**src/design/lfrc_pkg.sv**
```systemverilog
// Shared types, codes and constants of the line-follow route controller.
// Holds the route table and the small helper functions used by the step logic.
// No dependencies.
package lfrc_pkg;

  // Default number of stored routes.
  localparam int unsigned ROUTE_COUNT_DEF = 5;

  // Depth of the result queue.
  localparam int unsigned RES_FIFO_DEPTH = 4;

  // Configuration port geometry.
  localparam int unsigned CFG_ADDR_W = 3;
  localparam int unsigned CFG_DATA_W = 16;

  // Input opcodes.
  localparam logic [1:0] OP_TICK   = 2'd0;
  localparam logic [1:0] OP_START  = 2'd1;
  localparam logic [1:0] OP_CANCEL = 2'd2;
  localparam logic [1:0] OP_NOP    = 2'd3;

  // Navigation status codes.
  localparam logic [2:0] ST_IDLE    = 3'd0;
  localparam logic [2:0] ST_NAV     = 3'd1;
  localparam logic [2:0] ST_BLOCKED = 3'd2;
  localparam logic [2:0] ST_ARRIVED = 3'd3;
  localparam logic [2:0] ST_ERROR   = 3'd4;

  // Event codes.
  localparam logic [2:0] EV_NONE     = 3'd0;
  localparam logic [2:0] EV_STARTED  = 3'd1;
  localparam logic [2:0] EV_STOPPED  = 3'd2;
  localparam logic [2:0] EV_OBSTACLE = 3'd3;
  localparam logic [2:0] EV_REACHED  = 3'd4;

  // Configuration register indexes.
  localparam logic [CFG_ADDR_W-1:0] CFG_THRESHOLD  = 3'd0;
  localparam logic [CFG_ADDR_W-1:0] CFG_MARGIN     = 3'd1;
  localparam logic [CFG_ADDR_W-1:0] CFG_INTERVAL   = 3'd2;
  localparam logic [CFG_ADDR_W-1:0] CFG_DEBOUNCE   = 3'd3;
  localparam logic [CFG_ADDR_W-1:0] CFG_BASE       = 3'd4;
  localparam logic [CFG_ADDR_W-1:0] CFG_CORRECTION = 3'd5;

  // Configuration reset values.
  localparam logic [11:0] THRESHOLD_RST  = 12'd200;
  localparam logic [9:0]  MARGIN_RST     = 10'd80;
  localparam logic [9:0]  INTERVAL_RST   = 10'd20;
  localparam logic [15:0] DEBOUNCE_RST   = 16'd1000;
  localparam logic [7:0]  BASE_RST       = 8'd180;
  localparam logic [6:0]  CORRECTION_RST = 7'd50;

  // Turn codes held in the route table.
  localparam logic [2:0] TURN_LEFT  = 3'd1;
  localparam logic [2:0] TURN_RIGHT = 3'd2;
  localparam logic [2:0] TURN_UTURN = 3'd3;

  // Turn drives and durations.
  localparam logic signed [8:0] SPIN_DRIVE  = 9'sd200;
  localparam logic signed [8:0] UTURN_DRIVE = 9'sd220;
  localparam logic [9:0]        SPIN_MS     = 10'd400;
  localparam logic [9:0]        UTURN_MS    = 10'd850;
  localparam logic [9:0]        STRAIGHT_MS = 10'd200;

  // Slow-down applied when no sensor sees the line.
  localparam logic signed [10:0] SEARCH_SLOWDOWN = 11'sd30;

  // Drive limits.
  localparam logic signed [10:0] DRIVE_MAX = 11'sd255;
  localparam logic signed [10:0] DRIVE_MIN = -11'sd255;

  // Configuration register set.
  typedef struct packed {
    logic [11:0] threshold;
    logic [9:0]  margin;
    logic [9:0]  interval;
    logic [15:0] debounce;
    logic [7:0]  base;
    logic [6:0]  correction;
  } cfg_t;

  // One accepted input item.
  typedef struct packed {
    logic [1:0]  opcode;
    logic [2:0]  route;
    logic [31:0] now_ms;
    logic [11:0] distance_mm;
    logic        line_left;
    logic        line_center_left;
    logic        line_center_right;
    logic        line_right;
  } item_t;

  // One result item.
  typedef struct packed {
    logic [2:0]        status;
    logic signed [8:0] left_drive;
    logic signed [8:0] right_drive;
    logic              turning;
    logic [2:0]        event_res;
    logic [2:0]        event_route;
    logic              start_ok;
    logic              last;
  } res_t;

  // Route table: bits 1:0 junction count, then three 3-bit turn codes.
  function automatic logic [10:0] route_word(input logic [2:0] idx);
    logic [10:0] w;
    unique case (idx)
      3'd0:    w = 11'd5;
      3'd1:    w = 11'd34;
      3'd2:    w = 11'd66;
      3'd3:    w = 11'd267;
      3'd4:    w = 11'd14;
      default: w = 11'd0;
    endcase
    return w;
  endfunction

  // Turn code for the junction just counted; the fields repeat every three junctions.
  function automatic logic [2:0] turn_code(input logic [10:0] word, input logic [2:0] jp);
    logic [2:0] code;
    unique case (jp)
      3'd2, 3'd5: code = word[7:5];
      3'd3, 3'd6: code = word[10:8];
      default:    code = word[4:2];
    endcase
    return code;
  endfunction

  // Clamp a widened drive value to the motor range.
  function automatic logic signed [8:0] sat_drive(input logic signed [10:0] v);
    logic signed [8:0] r;
    if (v > DRIVE_MAX) begin
      r = DRIVE_MAX[8:0];
    end else if (v < DRIVE_MIN) begin
      r = DRIVE_MIN[8:0];
    end else begin
      r = v[8:0];
    end
    return r;
  endfunction

endpackage

```
**src/design/line_follow_route_controller_core.sv**
```systemverilog
// Top level of the line-follow route controller.
// Depends on lfrc_pkg, lfrc_cfg_regs, lfrc_step and lfrc_res_fifo.
//
// Usage:
//  - Input channel (in_valid_i / in_ready_o): one item per transfer, a tick, a
//    route start, a cancel or a no-op. The item lands in an input register.
//  - Output channel (out_valid_o / out_ready_i): one result per transfer. Most items
//    give one result; arrival at the route's last junction gives two, the second
//    marked with last_o.
//  - Configuration: cfg_we_i writes cfg_wdata_i into register cfg_addr_i at once.
//    Write only while no item is in flight.
// Timing: an item is evaluated from the input register by single-pass logic once the
//  result queue has room, and its results go into the result queue, from which the
//  first result is handed out. One item is taken every cycle while the
//  four-entry result queue has two free places; an arrival adds one extra result.
// Reset: configuration returns to its default values, navigation goes idle with no
//  route, and the input register and result queue are empty.
// Stall: when the receiver holds out_ready_i low, results wait in the queue and input
//  is refused once fewer than two places are free.
module line_follow_route_controller_core
  import lfrc_pkg::*;
#(
  parameter int unsigned ROUTE_COUNT = ROUTE_COUNT_DEF
) (
  input  logic                  clk_i,
  input  logic                  rst_ni,
  input  logic                  in_valid_i,
  output logic                  in_ready_o,
  input  logic [1:0]            opcode_i,
  input  logic [2:0]            route_i,
  input  logic [31:0]           now_ms_i,
  input  logic [11:0]           distance_mm_i,
  input  logic                  line_left_i,
  input  logic                  line_center_left_i,
  input  logic                  line_center_right_i,
  input  logic                  line_right_i,
  output logic                  out_valid_o,
  input  logic                  out_ready_i,
  output logic [2:0]            status_o,
  output logic signed [8:0]     left_drive_o,
  output logic signed [8:0]     right_drive_o,
  output logic                  turning_o,
  output logic [2:0]            event_res_o,
  output logic [2:0]            event_route_o,
  output logic                  start_ok_o,
  output logic                  last_o,
  input  logic                  cfg_we_i,
  input  logic [CFG_ADDR_W-1:0] cfg_addr_i,
  input  logic [CFG_DATA_W-1:0] cfg_wdata_i
);

  cfg_t  cfg;
  item_t item_q;
  logic  in_valid_q;
  logic  room;
  logic  fire;
  res_t  res0, res1, res_out;
  logic  two;

  assign fire       = in_valid_q && room;
  assign in_ready_o = !in_valid_q || fire;

  // Input register: refilled on every input transfer.
  always_ff @(posedge clk_i or negedge rst_ni) begin
    if (!rst_ni) begin
      in_valid_q <= 1'b0;
    end else if (in_ready_o) begin
      in_valid_q <= in_valid_i;
    end
  end

  always_ff @(posedge clk_i) begin
    if (in_valid_i && in_ready_o) begin
      item_q.opcode            <= opcode_i;
      item_q.route             <= route_i;
      item_q.now_ms            <= now_ms_i;
      item_q.distance_mm       <= distance_mm_i;
      item_q.line_left         <= line_left_i;
      item_q.line_center_left  <= line_center_left_i;
      item_q.line_center_right <= line_center_right_i;
      item_q.line_right        <= line_right_i;
    end
  end

  lfrc_cfg_regs u_cfg (
    .clk_i       (clk_i),
    .rst_ni      (rst_ni),
    .cfg_we_i    (cfg_we_i),
    .cfg_addr_i  (cfg_addr_i),
    .cfg_wdata_i (cfg_wdata_i),
    .cfg_o       (cfg)
  );

  lfrc_step #(
    .ROUTE_COUNT (ROUTE_COUNT)
  ) u_step (
    .clk_i  (clk_i),
    .rst_ni (rst_ni),
    .fire_i (fire),
    .item_i (item_q),
    .cfg_i  (cfg),
    .res0_o (res0),
    .res1_o (res1),
    .two_o  (two)
  );

  lfrc_res_fifo u_fifo (
    .clk_i       (clk_i),
    .rst_ni      (rst_ni),
    .push_i      (fire),
    .push_two_i  (two),
    .d0_i        (res0),
    .d1_i        (res1),
    .room_o      (room),
    .out_valid_o (out_valid_o),
    .out_ready_i (out_ready_i),
    .out_data_o  (res_out)
  );

  // Result fields onto their ports.
  assign status_o      = res_out.status;
  assign left_drive_o  = res_out.left_drive;
  assign right_drive_o = res_out.right_drive;
  assign turning_o     = res_out.turning;
  assign event_res_o   = res_out.event_res;
  assign event_route_o = res_out.event_route;
  assign start_ok_o    = res_out.start_ok;
  assign last_o        = res_out.last;

endmodule

```
**src/design/lfrc_cfg_regs.sv**
```systemverilog
// Configuration register file of the line-follow route controller.
// Depends on lfrc_pkg for the register indexes, reset values and cfg_t.
module lfrc_cfg_regs
  import lfrc_pkg::*;
(
  input  logic                  clk_i,
  input  logic                  rst_ni,
  input  logic                  cfg_we_i,
  input  logic [CFG_ADDR_W-1:0] cfg_addr_i,
  input  logic [CFG_DATA_W-1:0] cfg_wdata_i,
  output cfg_t                  cfg_o
);

  cfg_t cfg_q;

  // Each write updates one register; indexes beyond the list are ignored.
  always_ff @(posedge clk_i or negedge rst_ni) begin
    if (!rst_ni) begin
      cfg_q.threshold  <= THRESHOLD_RST;
      cfg_q.margin     <= MARGIN_RST;
      cfg_q.interval   <= INTERVAL_RST;
      cfg_q.debounce   <= DEBOUNCE_RST;
      cfg_q.base       <= BASE_RST;
      cfg_q.correction <= CORRECTION_RST;
    end else if (cfg_we_i) begin
      unique case (cfg_addr_i)
        CFG_THRESHOLD:  cfg_q.threshold  <= cfg_wdata_i[11:0];
        CFG_MARGIN:     cfg_q.margin     <= cfg_wdata_i[9:0];
        CFG_INTERVAL:   cfg_q.interval   <= cfg_wdata_i[9:0];
        CFG_DEBOUNCE:   cfg_q.debounce   <= cfg_wdata_i[15:0];
        CFG_BASE:       cfg_q.base       <= cfg_wdata_i[7:0];
        CFG_CORRECTION: cfg_q.correction <= cfg_wdata_i[6:0];
        default: ;
      endcase
    end
  end

  assign cfg_o = cfg_q;

endmodule

```
**src/design/lfrc_step.sv**
```systemverilog
// Navigation state and single-pass update logic of the line-follow route controller.
// Depends on lfrc_pkg for codes, the route table and the item, result and config types.
module lfrc_step
  import lfrc_pkg::*;
#(
  parameter int unsigned ROUTE_COUNT = ROUTE_COUNT_DEF
) (
  input  logic  clk_i,
  input  logic  rst_ni,
  input  logic  fire_i,
  input  item_t item_i,
  input  cfg_t  cfg_i,
  output res_t  res0_o,
  output res_t  res1_o,
  output logic  two_o
);

  localparam logic [3:0] ROUTE_LIMIT = 4'(ROUTE_COUNT);

  logic [2:0]        nav_q, nav_d;
  logic [2:0]        route_q, route_d;
  logic              route_valid_q, route_valid_d;
  logic [2:0]        jp_q, jp_d;
  logic [31:0]       last_junc_q, last_junc_d;
  logic              turn_q, turn_d;
  logic [31:0]       turn_begin_q, turn_begin_d;
  logic [9:0]        turn_len_q, turn_len_d;
  logic [31:0]       last_tick_q, last_tick_d;
  logic signed [8:0] dl_q, dl_d;
  logic signed [8:0] dr_q, dr_d;

  logic [31:0]        tick_gap, turn_gap, junc_gap;
  logic [12:0]        clear_level;
  logic [10:0]        word;
  logic [2:0]         jp_inc;
  logic               junction_seen;
  logic               turn_done;
  logic signed [10:0] b, c;
  logic [2:0]         ev0;
  logic               ok0;
  logic               two;

  assign tick_gap      = item_i.now_ms - last_tick_q;
  assign turn_gap      = item_i.now_ms - turn_begin_q;
  assign junc_gap      = item_i.now_ms - last_junc_q;
  assign clear_level   = {1'b0, cfg_i.threshold} + {3'b000, cfg_i.margin};
  assign word          = route_word(route_q);
  assign jp_inc        = (jp_q == 3'd7) ? jp_q : jp_q + 3'd1;
  assign junction_seen = item_i.line_left && item_i.line_right &&
                         (item_i.line_center_left || item_i.line_center_right);
  assign turn_done     = !turn_q || (turn_gap >= {22'd0, turn_len_q});
  assign b             = signed'({3'b000, cfg_i.base});
  assign c             = signed'({4'b0000, cfg_i.correction});

  // Next state and events for the item in the input register.
  always_comb begin
    nav_d         = nav_q;
    route_d       = route_q;
    route_valid_d = route_valid_q;
    jp_d          = jp_q;
    last_junc_d   = last_junc_q;
    turn_d        = turn_q;
    turn_begin_d  = turn_begin_q;
    turn_len_d    = turn_len_q;
    last_tick_d   = last_tick_q;
    dl_d          = dl_q;
    dr_d          = dr_q;
    ev0           = EV_NONE;
    ok0           = 1'b0;
    two           = 1'b0;

    unique case (item_i.opcode)
      OP_TICK: begin
        // Ticks inside the loop interval leave everything as it is.
        if (tick_gap >= {22'd0, cfg_i.interval}) begin
          last_tick_d = item_i.now_ms;
          if (item_i.distance_mm < cfg_i.threshold) begin
            // Obstacle: halt, and report it only on entry to blocked.
            if (nav_q != ST_BLOCKED) begin
              turn_d = 1'b0;
              dl_d   = '0;
              dr_d   = '0;
              nav_d  = ST_BLOCKED;
              ev0    = EV_OBSTACLE;
            end
          end else begin
            if (nav_q == ST_BLOCKED && {1'b0, item_i.distance_mm} >= clear_level) begin
              nav_d = ST_NAV;
            end
            if (nav_d == ST_NAV && route_valid_q && turn_done) begin
              turn_d = 1'b0;
              if (junction_seen && junc_gap >= {16'd0, cfg_i.debounce}) begin
                last_junc_d = item_i.now_ms;
                jp_d        = jp_inc;
                if (jp_inc >= {1'b0, word[1:0]}) begin
                  // Last junction of the route: stop and report arrival.
                  dl_d  = '0;
                  dr_d  = '0;
                  nav_d = ST_ARRIVED;
                  ev0   = EV_REACHED;
                  two   = 1'b1;
                end else begin
                  // Start the timed turn that the route gives for this junction.
                  turn_d       = 1'b1;
                  turn_begin_d = item_i.now_ms;
                  unique case (turn_code(word, jp_inc))
                    TURN_LEFT: begin
                      dl_d       = -SPIN_DRIVE;
                      dr_d       = SPIN_DRIVE;
                      turn_len_d = SPIN_MS;
                    end
                    TURN_RIGHT: begin
                      dl_d       = SPIN_DRIVE;
                      dr_d       = -SPIN_DRIVE;
                      turn_len_d = SPIN_MS;
                    end
                    TURN_UTURN: begin
                      dl_d       = -UTURN_DRIVE;
                      dr_d       = UTURN_DRIVE;
                      turn_len_d = UTURN_MS;
                    end
                    default: begin
                      dl_d       = signed'({1'b0, cfg_i.base});
                      dr_d       = signed'({1'b0, cfg_i.base});
                      turn_len_d = STRAIGHT_MS;
                    end
                  endcase
                end
              end else begin
                // Differential steering from the line sensors.
                priority if (item_i.line_center_left && item_i.line_center_right) begin
                  dl_d = sat_drive(b);
                  dr_d = sat_drive(b);
                end else if (item_i.line_center_left) begin
                  dl_d = sat_drive(b - c);
                  dr_d = sat_drive(b + c);
                end else if (item_i.line_center_right) begin
                  dl_d = sat_drive(b + c);
                  dr_d = sat_drive(b - c);
                end else if (item_i.line_left && !item_i.line_right) begin
                  dl_d = sat_drive(b - (c <<< 1));
                  dr_d = sat_drive(b + c);
                end else if (item_i.line_right && !item_i.line_left) begin
                  dl_d = sat_drive(b + c);
                  dr_d = sat_drive(b - (c <<< 1));
                end else begin
                  dl_d = sat_drive(b - SEARCH_SLOWDOWN);
                  dr_d = sat_drive(b - SEARCH_SLOWDOWN);
                end
              end
            end
          end
        end
      end
      OP_START: begin
        if ({1'b0, item_i.route} >= ROUTE_LIMIT) begin
          nav_d = ST_ERROR;
        end else begin
          turn_d        = 1'b0;
          route_d       = item_i.route;
          route_valid_d = 1'b1;
          jp_d          = '0;
          last_junc_d   = item_i.now_ms;
          nav_d         = ST_NAV;
          ev0           = EV_STARTED;
          ok0           = 1'b1;
        end
      end
      OP_CANCEL: begin
        turn_d = 1'b0;
        dl_d   = '0;
        dr_d   = '0;
        nav_d  = ST_IDLE;
        ev0    = EV_STOPPED;
      end
      default: ;
    endcase
  end

  // Results reflect the state after the update.
  always_comb begin
    res0_o.status      = nav_d;
    res0_o.left_drive  = dl_d;
    res0_o.right_drive = dr_d;
    res0_o.turning     = turn_d;
    res0_o.event_res   = ev0;
    res0_o.event_route = (ev0 == EV_NONE) ? 3'd0 : route_d;
    res0_o.start_ok    = ok0;
    res0_o.last        = !two;

    res1_o             = res0_o;
    res1_o.event_res   = EV_STOPPED;
    res1_o.event_route = route_d;
    res1_o.last        = 1'b1;
  end

  assign two_o = two;

  // State registers, updated once per processed item.
  always_ff @(posedge clk_i or negedge rst_ni) begin
    if (!rst_ni) begin
      nav_q         <= ST_IDLE;
      route_q       <= '0;
      route_valid_q <= 1'b0;
      jp_q          <= '0;
      last_junc_q   <= '0;
      turn_q        <= 1'b0;
      turn_begin_q  <= '0;
      turn_len_q    <= '0;
      last_tick_q   <= '0;
      dl_q          <= '0;
      dr_q          <= '0;
    end else if (fire_i) begin
      nav_q         <= nav_d;
      route_q       <= route_d;
      route_valid_q <= route_valid_d;
      jp_q          <= jp_d;
      last_junc_q   <= last_junc_d;
      turn_q        <= turn_d;
      turn_begin_q  <= turn_begin_d;
      turn_len_q    <= turn_len_d;
      last_tick_q   <= last_tick_d;
      dl_q          <= dl_d;
      dr_q          <= dr_d;
    end
  end

  // A turn can only run on a chosen route.
  a_turn_needs_route: assert property (@(posedge clk_i) disable iff (!rst_ni)
    turn_q |-> route_valid_q)
    else $error("turn active without a chosen route");

  // Stored drives never leave the saturated range.
  a_drive_range: assert property (@(posedge clk_i) disable iff (!rst_ni)
    (dl_q != -9'sd256) && (dr_q != -9'sd256))
    else $error("drive outside the saturated range");

  // A chosen route always refers to a stored route.
  a_route_known: assert property (@(posedge clk_i) disable iff (!rst_ni)
    route_valid_q |-> ({1'b0, route_q} < ROUTE_LIMIT))
    else $error("chosen route beyond the route table");

endmodule

```
**src/design/lfrc_res_fifo.sv**
```systemverilog
// Result queue of the line-follow route controller: takes one or two results a cycle
// and hands them out one per transfer. Depends on lfrc_pkg for res_t and its depth.
module lfrc_res_fifo
  import lfrc_pkg::*;
(
  input  logic clk_i,
  input  logic rst_ni,
  input  logic push_i,
  input  logic push_two_i,
  input  res_t d0_i,
  input  res_t d1_i,
  output logic room_o,
  output logic out_valid_o,
  input  logic out_ready_i,
  output res_t out_data_o
);

  localparam int unsigned DEPTH = RES_FIFO_DEPTH;
  localparam int unsigned PTR_W = $clog2(DEPTH);
  localparam int unsigned CNT_W = $clog2(DEPTH + 1);

  res_t             mem_q [DEPTH];
  logic [PTR_W-1:0] wr_q, wr_d;
  logic [PTR_W-1:0] rd_q, rd_d;
  logic [CNT_W-1:0] cnt_q, cnt_d;
  logic [CNT_W-1:0] push_n;
  logic             pop;

  assign pop         = out_valid_o && out_ready_i;
  assign push_n      = push_i ? (push_two_i ? CNT_W'(2) : CNT_W'(1)) : '0;
  assign wr_d        = wr_q + push_n[PTR_W-1:0];
  assign rd_d        = rd_q + PTR_W'(pop);
  assign cnt_d       = cnt_q + push_n - CNT_W'(pop);
  assign room_o      = cnt_q <= CNT_W'(DEPTH - 2);
  assign out_valid_o = cnt_q != '0;
  assign out_data_o  = mem_q[rd_q];

  // Pointers and fill count.
  always_ff @(posedge clk_i or negedge rst_ni) begin
    if (!rst_ni) begin
      wr_q  <= '0;
      rd_q  <= '0;
      cnt_q <= '0;
    end else begin
      wr_q  <= wr_d;
      rd_q  <= rd_d;
      cnt_q <= cnt_d;
    end
  end

  // Result storage.
  always_ff @(posedge clk_i) begin
    if (push_i) begin
      mem_q[wr_q] <= d0_i;
      if (push_two_i) begin
        mem_q[wr_q + PTR_W'(1)] <= d1_i;
      end
    end
  end

  a_cnt_bound: assert property (@(posedge clk_i) disable iff (!rst_ni)
    cnt_q <= CNT_W'(DEPTH))
    else $error("result queue overfilled");

  // The step logic only fires when two free places are guaranteed.
  a_push_room: assert property (@(posedge clk_i) disable iff (!rst_ni)
    push_i |-> room_o)
    else $error("results pushed without room");

  a_pop_count: assert property (@(posedge clk_i) disable iff (!rst_ni)
    (pop && !push_i) |=> (cnt_q == $past(cnt_q) - CNT_W'(1)))
    else $error("fill count lost a transfer");

endmodule
```
**config.mk**
```make
export PLATFORM = sky130hd
export DESIGN_NAME = line_follow_route_controller_core
export DESIGN_NICKNAME = d
export VERILOG_FILES = /design/src/design/lfrc_pkg.sv /design/src/design/line_follow_route_controller_core.sv /design/src/design/lfrc_cfg_regs.sv /design/src/design/lfrc_step.sv /design/src/design/lfrc_res_fifo.sv
export SDC_FILE = /design/constraint.sdc
export NUM_CORES = 1
export LEC_CHECK = 0
export ABC_AREA = 1
export ABC_CLOCK_PERIOD_IN_PS = 4700
export BUFFER_PORTS_ARGS = -buffer_cell sky130_fd_sc_hd__buf_2
export CORE_MARGIN = 8
export CORE_UTILIZATION = 40
export CTS_BUF_LIST = sky130_fd_sc_hd__clkbuf_4
export CTS_CLUSTER_DIAMETER = 100
export DETAILED_ROUTE_END_ITERATION = 10
export GPL_TIMING_DRIVEN = 0
export HOLD_SLACK_MARGIN = 0.08
export MAX_ROUTING_LAYER = met4
export SYNTH_ARGS = -nofsm -noshare
export SYNTH_HDL_FRONTEND = slang
export SYNTH_SLANG_ARGS = --single-unit
```
**constraint.sdc**
```tcl
create_clock -name clk_i -period 4.7 [get_ports clk_i]
set_input_delay 0.47 -clock clk_i [delete_from_list [all_inputs] [get_ports clk_i]]
set_output_delay 0.47 -clock clk_i [all_outputs]
set_load 0.1 [all_outputs]
```
==> metrics.csv, run 1 <==
metric,value,unit
outcome,"complete, but fails checks",
violations,negative setup slack,
netlist-cell-type-count,60,
viasPerCell,4.96,
period_minus_slack,4.74,ns
drive_gt1_frac,0.122,
synth-main-ff-cell,dfrtp_1,
rsz0062_at_grt,yes,
root_buffer,clkbuf_4,
cts.sinks,374,
synthArstFlopShare,0.537,
antenna_found_initial,1,
worst-endpoint-arrival,5.38,ns
mostFrequentLayoutCells,"nand2_1, inv_1, nor2_1, o21ai_0, a21oi_1",
overflow,0,
ir_drop,0.000563,V
netSwitchingPower,11.9,mW
dp.final_hpwl,66000,um
synth_edf_count,157,
hold_class,primary input to asynchronous set/reset pin,
drt_first_pass_iters,6,
synth_area_per_cell,6.94,um2
initial_core_util,0.404,
fin_nets,4633,
pwr_density_cell,676,nW/um2
ys_warn_count,0,
clkSlewWorstSetupHoldPaths,0.07,ns
fin_skew,0.129,ns
internal_power,10.2,mW
dpl.cell_count,5040,
syn_to_final_growth,17.9,%
wl_per_cell,16.2,um
grt_max_degree,108,
leakage,16.3,nW
drv_cap,0,
max_stage_delay,0.46,ns
synthTopCellsByArea,"edfxtp_1, nand2_1, dfrtp_1",
worst_slew_pin_slew,1.02,ns
layout_commonest_cell,nand2_1,
syn_nets,4280,
cp_max_fo,14,
pwr-share-clk,0.144,
post-place-ws,-1.11,ns
vias,26700,
ant_nets,0,
synth.top_cell.area_share,0.170,
fmaxAchievable,0.211,GHz
clockBufferDepth,3,
final_cell_count_no_fill,5374,
yosysTopAreaCell,edfxtp_1,
p_seq_frac,0.225,
die_w,279,um
finalSetupTns,-0.551,ns
synth-seq-cells,374,
placed_cell_area,29600,um2
crit_family,simple AND/OR/NAND/NOR gates,
syn_area,27700,um2
grt_pass1_wl,136000,um
drt_first_iter_violations,1997,
p_comb_frac,0.631,
port_buffers,108,
num_rows,96,
cts-buffers-inserted,104,
setup_slack,-0.0382,ns
place.gp.congestion,0.923,
fillers,7070,
worst-setup-path-type,flop to flop,
slowest_stage,nor3_1,
grt_pass1_vias,25500,
design_area,32700,um2
drc,0,
swShare,0.537,
tritoncts,done,
period_share,1.01,
finalSetupViolCount,25,
maxSlewHeadroom,0.315,
grtUsageTotal,0.222,
finalMaxSlewViolations,0,
cp_data_required_time,5.34,ns
h-tree-depth,3,
pin_count,109,
synth_seq_area_share,0.364,
finalHoldViolCount,0,
worstSetupEndpointType,flop,
core_area,68600,um2
die_y,279,um
synth_cells,3997,
cp-start-kind,flop,
routed_wirelength,86900,um
die-area,78000,um2
critPathMostFrequentCell,nand2_4,
clk_latency,0.94,ns
post-route-util,0.477,
cp_num_buf_inv,3,
==> path summary, 6_finish.rpt <==
check	from	endpoint	cells after the start	slack [ns]
max	u_cfg.cfg_o[53]	u_fifo.mem_q[2][11]	28	-0.04
min	rst_ni	u_step.dr_q[0]	2	0.23
max reg2reg	u_cfg.cfg_o[53]	u_fifo.mem_q[2][11]	28	-0.04
min reg2reg	u_step.route_valid_q	u_step.route_valid_q	2	0.47
max in group asynchronous	rst_ni	u_cfg.cfg_o[8]	3	3.40
min in group clk_i	out_ready_i	u_fifo.rd_q[0]	3	0.23
==> power by group through the flow <==
stage | Sequential (mW) | Combinational, mW | Clock [mW]
floorplan | 4.81 | 9.98 | 0
detailed placement | 5.09 | 13.2 | 0
global placement | 5.12 | 13.0 | 0
finish | 4.98 | 14.0 | 3.18
CTS | 4.96 | 13.7 | 3.27
global route | 5.07 | 15.6 | 3.43
==> cell families after synthesis <==
family	Yosys count	synth area share
compound gates	632	0.121
xor+xnor	70	0.0221
fa+ha+maj	206	0.0951
buf+inv	726	0.102
flops	374	0.364
simple gates	1989	0.296
==> synthesized netlist by cell type (13+ instances only) <==
cell,count
nand2_1,1249
inv_1,612
nor2_1,361
o21ai_0,269
a21oi_1,236
nand3_1,202
ha_1,198
dfrtp_1,181
edfxtp_1,157
clkbuf_1,75
xor2_1,52
nand4_1,48
o21ai_1,39
nor3_1,33
o22ai_1,31
nand2_2,30
dfstp_2,20
xnor2_1,18
dfxtp_1,16
and2_1,15
nand3b_1,13
nor2_2,13
o21bai_1,13
==> flip-flops by register name (all words and copies together), names as in the netlist <==
signal,count
u_step.last_junc_q,32
u_step.last_tick_q,32
u_fifo.rd_q,2
u_step.nav_q,3
u_step.route_q,3
item_q,53
u_step.jp_q,3
u_fifo.wr_q,2
u_step.dr_q,9
u_step.turn_len_q,5
u_step.dl_q,9
u_step.turn_q,1
in_valid_q,1
u_step.turn_begin_q,32
u_fifo.mem_q,120
u_step.route_valid_q,1
u_cfg.cfg_o,63
u_fifo.cnt_q,3
==> final cells by class <==
| type | count | area (um2) | area share |
|---|---|---|---|
| plain buffers | 100 | 473 | 0.0145 |
| flip-flops and latches | 374 | 10100 | 0.308 |
| repair buffers | 248 | 1900 | 0.0580 |
| multi-input cells | 2898 | 15300 | 0.468 |
| well taps | 931 | 1160 | 0.0356 |
| inverters | 624 | 2340 | 0.0717 |
| diodes | 2 | 5.00 | 0.000153 |
| clock inverters | 29 | 174 | 0.00532 |
| clock buffers | 168 | 1260 | 0.0385 |
==> repair_timing <==
| action | 4_1_cts | 5_1_grt |
|---|---|---|
| setup buffers | 42 | 17 |
| gates resized for setup | 58 | 44 |
| endpoints found under the hold margin | 221 | 0 |
| pin swaps | 29 | 29 |
| hold buffers | 78 | 0 |
| cloned | 0 | 1 |
| endpoints found under the setup margin | 262 | 226 |
==> per-stage QoR <==
stage / hold WS [ns] / power [mW]
after floorplan: 0.174 / 14.8
after global placement: 0.445 / 18.1
after detailed placement: 0.447 / 18.3
after CTS: 0.139 / 21.9
after global routing: 0.174 / 24.1
final: 0.226 / 22.1
==> per-layer routing <==
metal	global-route usage	share of wire
met1	0.284	0.45
met2	0.364	0.47
met3	0.0269	0.044
met4	0.0763	0.032
met5	-	0
Note: power is estimated with default switching activity, not from simulation.
==> inputs of run 2 (changes only) <==
Settings changed: ABC_AREA 1 to 0.
==> run 2 against run 1 <==
  * The run still ends with negative setup slack left
  * Design area rose by 2.6%
  * Worst setup slack got worse by 1.6 ns
  * Flip-flop and latch count did not move
  * Area after synthesis fell by 4.6%
  * Clock power fell by 4%
  * Cell count fell by 22%
  * Maximum frequency fell by 26%
  * Via count fell by 9.0%
  * Critical endpoint is now u_fifo.cnt_q[2]
==> metrics.csv, run 2 <==
metric,value,unit,change
outcome,"complete, but fails checks",,unchanged
violations,negative setup slack,,unchanged
largest_reg_flops,120,,unchanged
grtUsageTotal,0.241,,was 0.222
p_comb_frac,0.623,,was 0.631
cts.sinks,374,,unchanged
fin_nets,3510,,was 4633
worst-setup-path-type,flop to flop,,unchanged
netlist-cell-type-count,97,,was 60
synthMuxAreaShare,0.0787,,was 0
crit_end,u_fifo.cnt_q[2],,was u_fifo.mem_q[2][11]
cp_max_fo,3,,was 14
syn_area,26500,um2,was 27700 um2
core_area,65600,um2,was 68600 um2
rsz0062_at_grt,yes,,unchanged
cp_data_required_time,5.41,ns,was 5.34 ns
synth-seq-cells,374,,unchanged
clockBufferDepth,3,,unchanged
hold-worst-slack,0.246,ns,was 0.226 ns
ant_nets,0,,unchanged
fin_skew,0.0915,ns,was 0.129 ns
h-tree-depth,3,,unchanged
multi_input_area,16100,um2,was 15300 um2
pin_count,109,,unchanged
synth_cells,2789,,was 3997
yosysMostFrequentCell,a21oi_1,,was nand2_1
netSwitchingPower,10.4,mW,was 11.9 mW
seqCellArea,10100,um2,about the same
initial_core_util,0.403,,was 0.404
layout_commonest_cell,a21oi_1,,was nand2_1
synth_compound_area_frac,0.219,,was 0.121
ys_warn_count,0,,unchanged
tritoncts,done,,unchanged
cp-start-kind,flop,,unchanged
placed_cell_area,28400,um2,was 29600 um2
synth.top_cell.area_share,0.178,,was 0.170
antenna_found_initial,1,,unchanged
cts-buffers-inserted,105,,was 104
vias,24300,,was 26700
worst-endpoint-arrival,7.09,ns,was 5.38 ns
worstSetupEndpointType,flop,,unchanged
mostFrequentLayoutCells,"a21oi_1, inv_1, ha_1, nand2_1, dfrtp_1",,"was nand2_1, inv_1, nor2_1, o21ai_0, a21oi_1"
ir_drop,0.000348,V,was 0.000563 V
reg2reg_depth,27,,was 28
overflow,0,,unchanged
yosys-top-cells-count,"a21oi_1, inv_1, ha_1, nand2_1, dfrtp_1",,"was nand2_1, inv_1, nor2_1, o21ai_0, a21oi_1"
root_buffer,clkbuf_4,,unchanged
total_power,21.1,mW,was 22.1 mW
period_share,1.36,,was 1.01
syn_nets,3072,,was 4280
synth-main-ff-cell,dfrtp_1,,unchanged
synth_edf_count,157,,unchanged
grt_pass1_wl,138000,um,was 136000 um
drc,0,,unchanged
fmaxAchievable,0.157,GHz,was 0.211 GHz
critPathLaunch,item_q[17],,was u_cfg.cfg_o[53]
clkSlewWorstSetupHoldPaths,0.08,ns,was 0.07 ns
routed_wirelength,91800,um,was 86900 um
wl_per_cell,21.9,um,was 16.2 um
synthXorXnorAreaFrac,0.0281,,was 0.0221
synth_seq_area_share,0.381,,was 0.364
finalHoldViolCount,0,,unchanged
finalMaxSlewViolations,0,,unchanged
drt_first_iter_violations,1927,,was 1997
maxSlewHeadroom,0.223,,was 0.315
design_area,33600,um2,was 32700 um2
p_seq_frac,0.233,,was 0.225
die_y,273,um,was 279 um
die_w,273,um,was 279 um
num_rows,94,,was 96
post-route-util,0.512,,was 0.477
synthTopCellsByArea,"edfxtp_1, dfrtp_1, ha_1",,"was edfxtp_1, nand2_1, dfrtp_1"
worst_slew_pin_slew,1.16,ns,was 1.02 ns
port_buffers,108,,unchanged
synth_top_family_by_area,compound AO/OA/AOI/OAI gates,,was simple AND/OR/NAND/NOR gates
grt_max_degree,109,,was 108
pwr-share-clk,0.145,,was 0.144
dp.final_hpwl,66000,um,about the same
leakage,13.7,nW,was 16.3 nW
clk_latency,0.87,ns,was 0.94 ns
synth_fa_ha_area_frac,0.100,,was 0.0951
syn_to_final_growth,26.8,%,was 17.9%
swShare,0.494,,was 0.537
die-area,74700,um2,was 78000 um2
r2r_slack,-1.68,ns,was -0.04 ns
drt_first_pass_iters,5,,was 6
viasPerCell,5.80,,was 4.96
hold_class,primary input to asynchronous set/reset pin,,unchanged
setup_slack,-1.68,ns,was -0.0382 ns
internal_power,10.7,mW,was 10.2 mW
synth_area_per_cell,9.49,um2,was 6.94 um2
synthArstFlopShare,0.537,,unchanged
grt_pass1_vias,23900,,was 25500
top_register,u_fifo.mem_q,,unchanged
drive_gt1_frac,0.259,,was 0.122
drv_cap,0,,unchanged
r2r_start,item_q[17],,was u_cfg.cfg_o[53]
fillers,5922,,was 7070
yosysTopAreaCell,edfxtp_1,,unchanged
finalSetupViolCount,355,,was 25
synthSimpleGateAreaFrac,0.135,,was 0.296
period_minus_slack,6.38,ns,was 4.74 ns
reg2reg_to,u_fifo.cnt_q[2],,was u_fifo.mem_q[2][11]
pwr_density_cell,629,nW/um2,was 676 nW/um2
place.gp.congestion,0.929,,was 0.923
==> run 2: timing repair <==
action / CTS / global route
cloned: 14 / 8
hold endpoints to repair: 225 / 0
gates resized for setup: 217 / 178
endpoints found under the setup margin: 355 / 355
pin swaps: 48 / 65
hold buffers: 81 / 0
buffers inserted: 74 / 50
==> run 2: kinds of logic (layout without fill, tap and decap cells) <==
group | after synthesis | after routing
AOI/OAI and AO/OA | 878 | 878
xor gates and xnor gates | 85 | 85
adders and majority gates | 208 | 208
buffers and inverters | 386 | 914
DFF | 374 | 374
muxes | 151 | 151
other | 0 | 2
and+or+nand+nor | 707 | 707
==> run 2: final cells by class <==
type / count / share of cell area
Inverter: 235 / 0.0268
Clock inverter: 36 / 0.00462
Antenna cell: 2 / 0.000149
Timing Repair inverter: 4 / 0.000894
Buffer: 149 / 0.0285
Multi-Input combinational cell: 2029 / 0.480
Timing Repair Buffer: 329 / 0.0900
Sequential cell: 374 / 0.301
Clock buffer: 161 / 0.0360
Tap cell: 864 / 0.0322
==> run 2: through the flow <==
step / worst slack [ns] / std cells / TNS, ns
after floorplan: -1.54 / 2789 / -381.20
after global placement: -3.40 / 3761 / -1003.53
after detailed placement: -3.31 / 3763 / -925.21
after CTS: -1.70 / 4128 / -511.87
after global routing: -1.79 / 4183 / -561.78
final: -1.68 / 4183 / -516.62
==> run 2: metal layers <==
metal / share of wire / GRT usage / wire length, um
met1: 0.43 / 0.301 / 39300
met2: 0.48 / 0.393 / 44000
met3: 0.056 / 0.0329 / 5150
met4: 0.037 / 0.0956 / 3400
met5: 0 / - / 0
==> run 2: power groups by stage <==
stage | registers [mW] | clock network, mW | logic [mW]
final | 4.91 | 3.05 | 13.1
after global routing | 5.00 | 3.30 | 14.2
after CTS | 4.91 | 3.12 | 12.3
after detailed placement | 4.99 | 0 | 11.3
after global placement | 4.97 | 0 | 11.2
after floorplan | 4.68 | 0 | 8.55
==> run 2: worst max-delay path: stages (launching register included) <==
cell and delay [ns]:
edfxtp_1 0.46, ha_1 0.31, nor2b_4 0.13, o31a_1 0.28, o21ai_2 0.17, a21boi_2 0.08
o21ai_1 0.14, nand2b_1 0.10, a21oi_1 0.13, o21bai_1 0.09, xor2_1 0.17, ha_1 0.33
a21oi_2 0.23, o311ai_1 0.12, or4b_1 0.48, or4_4 0.50, or4_4 0.44, or4_4 0.45
nor4b_4 0.32, nor2_4 0.10, buf_8 0.14, and2_4 0.16, nor2_4 0.11, ha_4 0.14
inv_2 0.03, fa_2 0.36, xor2_2 0.16, xnor2_1 0.12
==> run 2: worst min-delay path by stage <==
stage | from | end | slack (ns)
6_report | rst_ni | u_step.turn_begin_q[13] | 0.25
5_1_grt | rst_ni | u_fifo.cnt_q[1] | 0.27
4_1_cts | now_ms_i[11] | item_q[27] | 0.22
3_5_place_dp | u_fifo.mem_q[3][0] | u_fifo.mem_q[3][0] | 0.44
3_3_place_gp | u_fifo.mem_q[1][0] | u_fifo.mem_q[1][0] | 0.43
2_1_floorplan | rst_ni | in_valid_q | 0.17
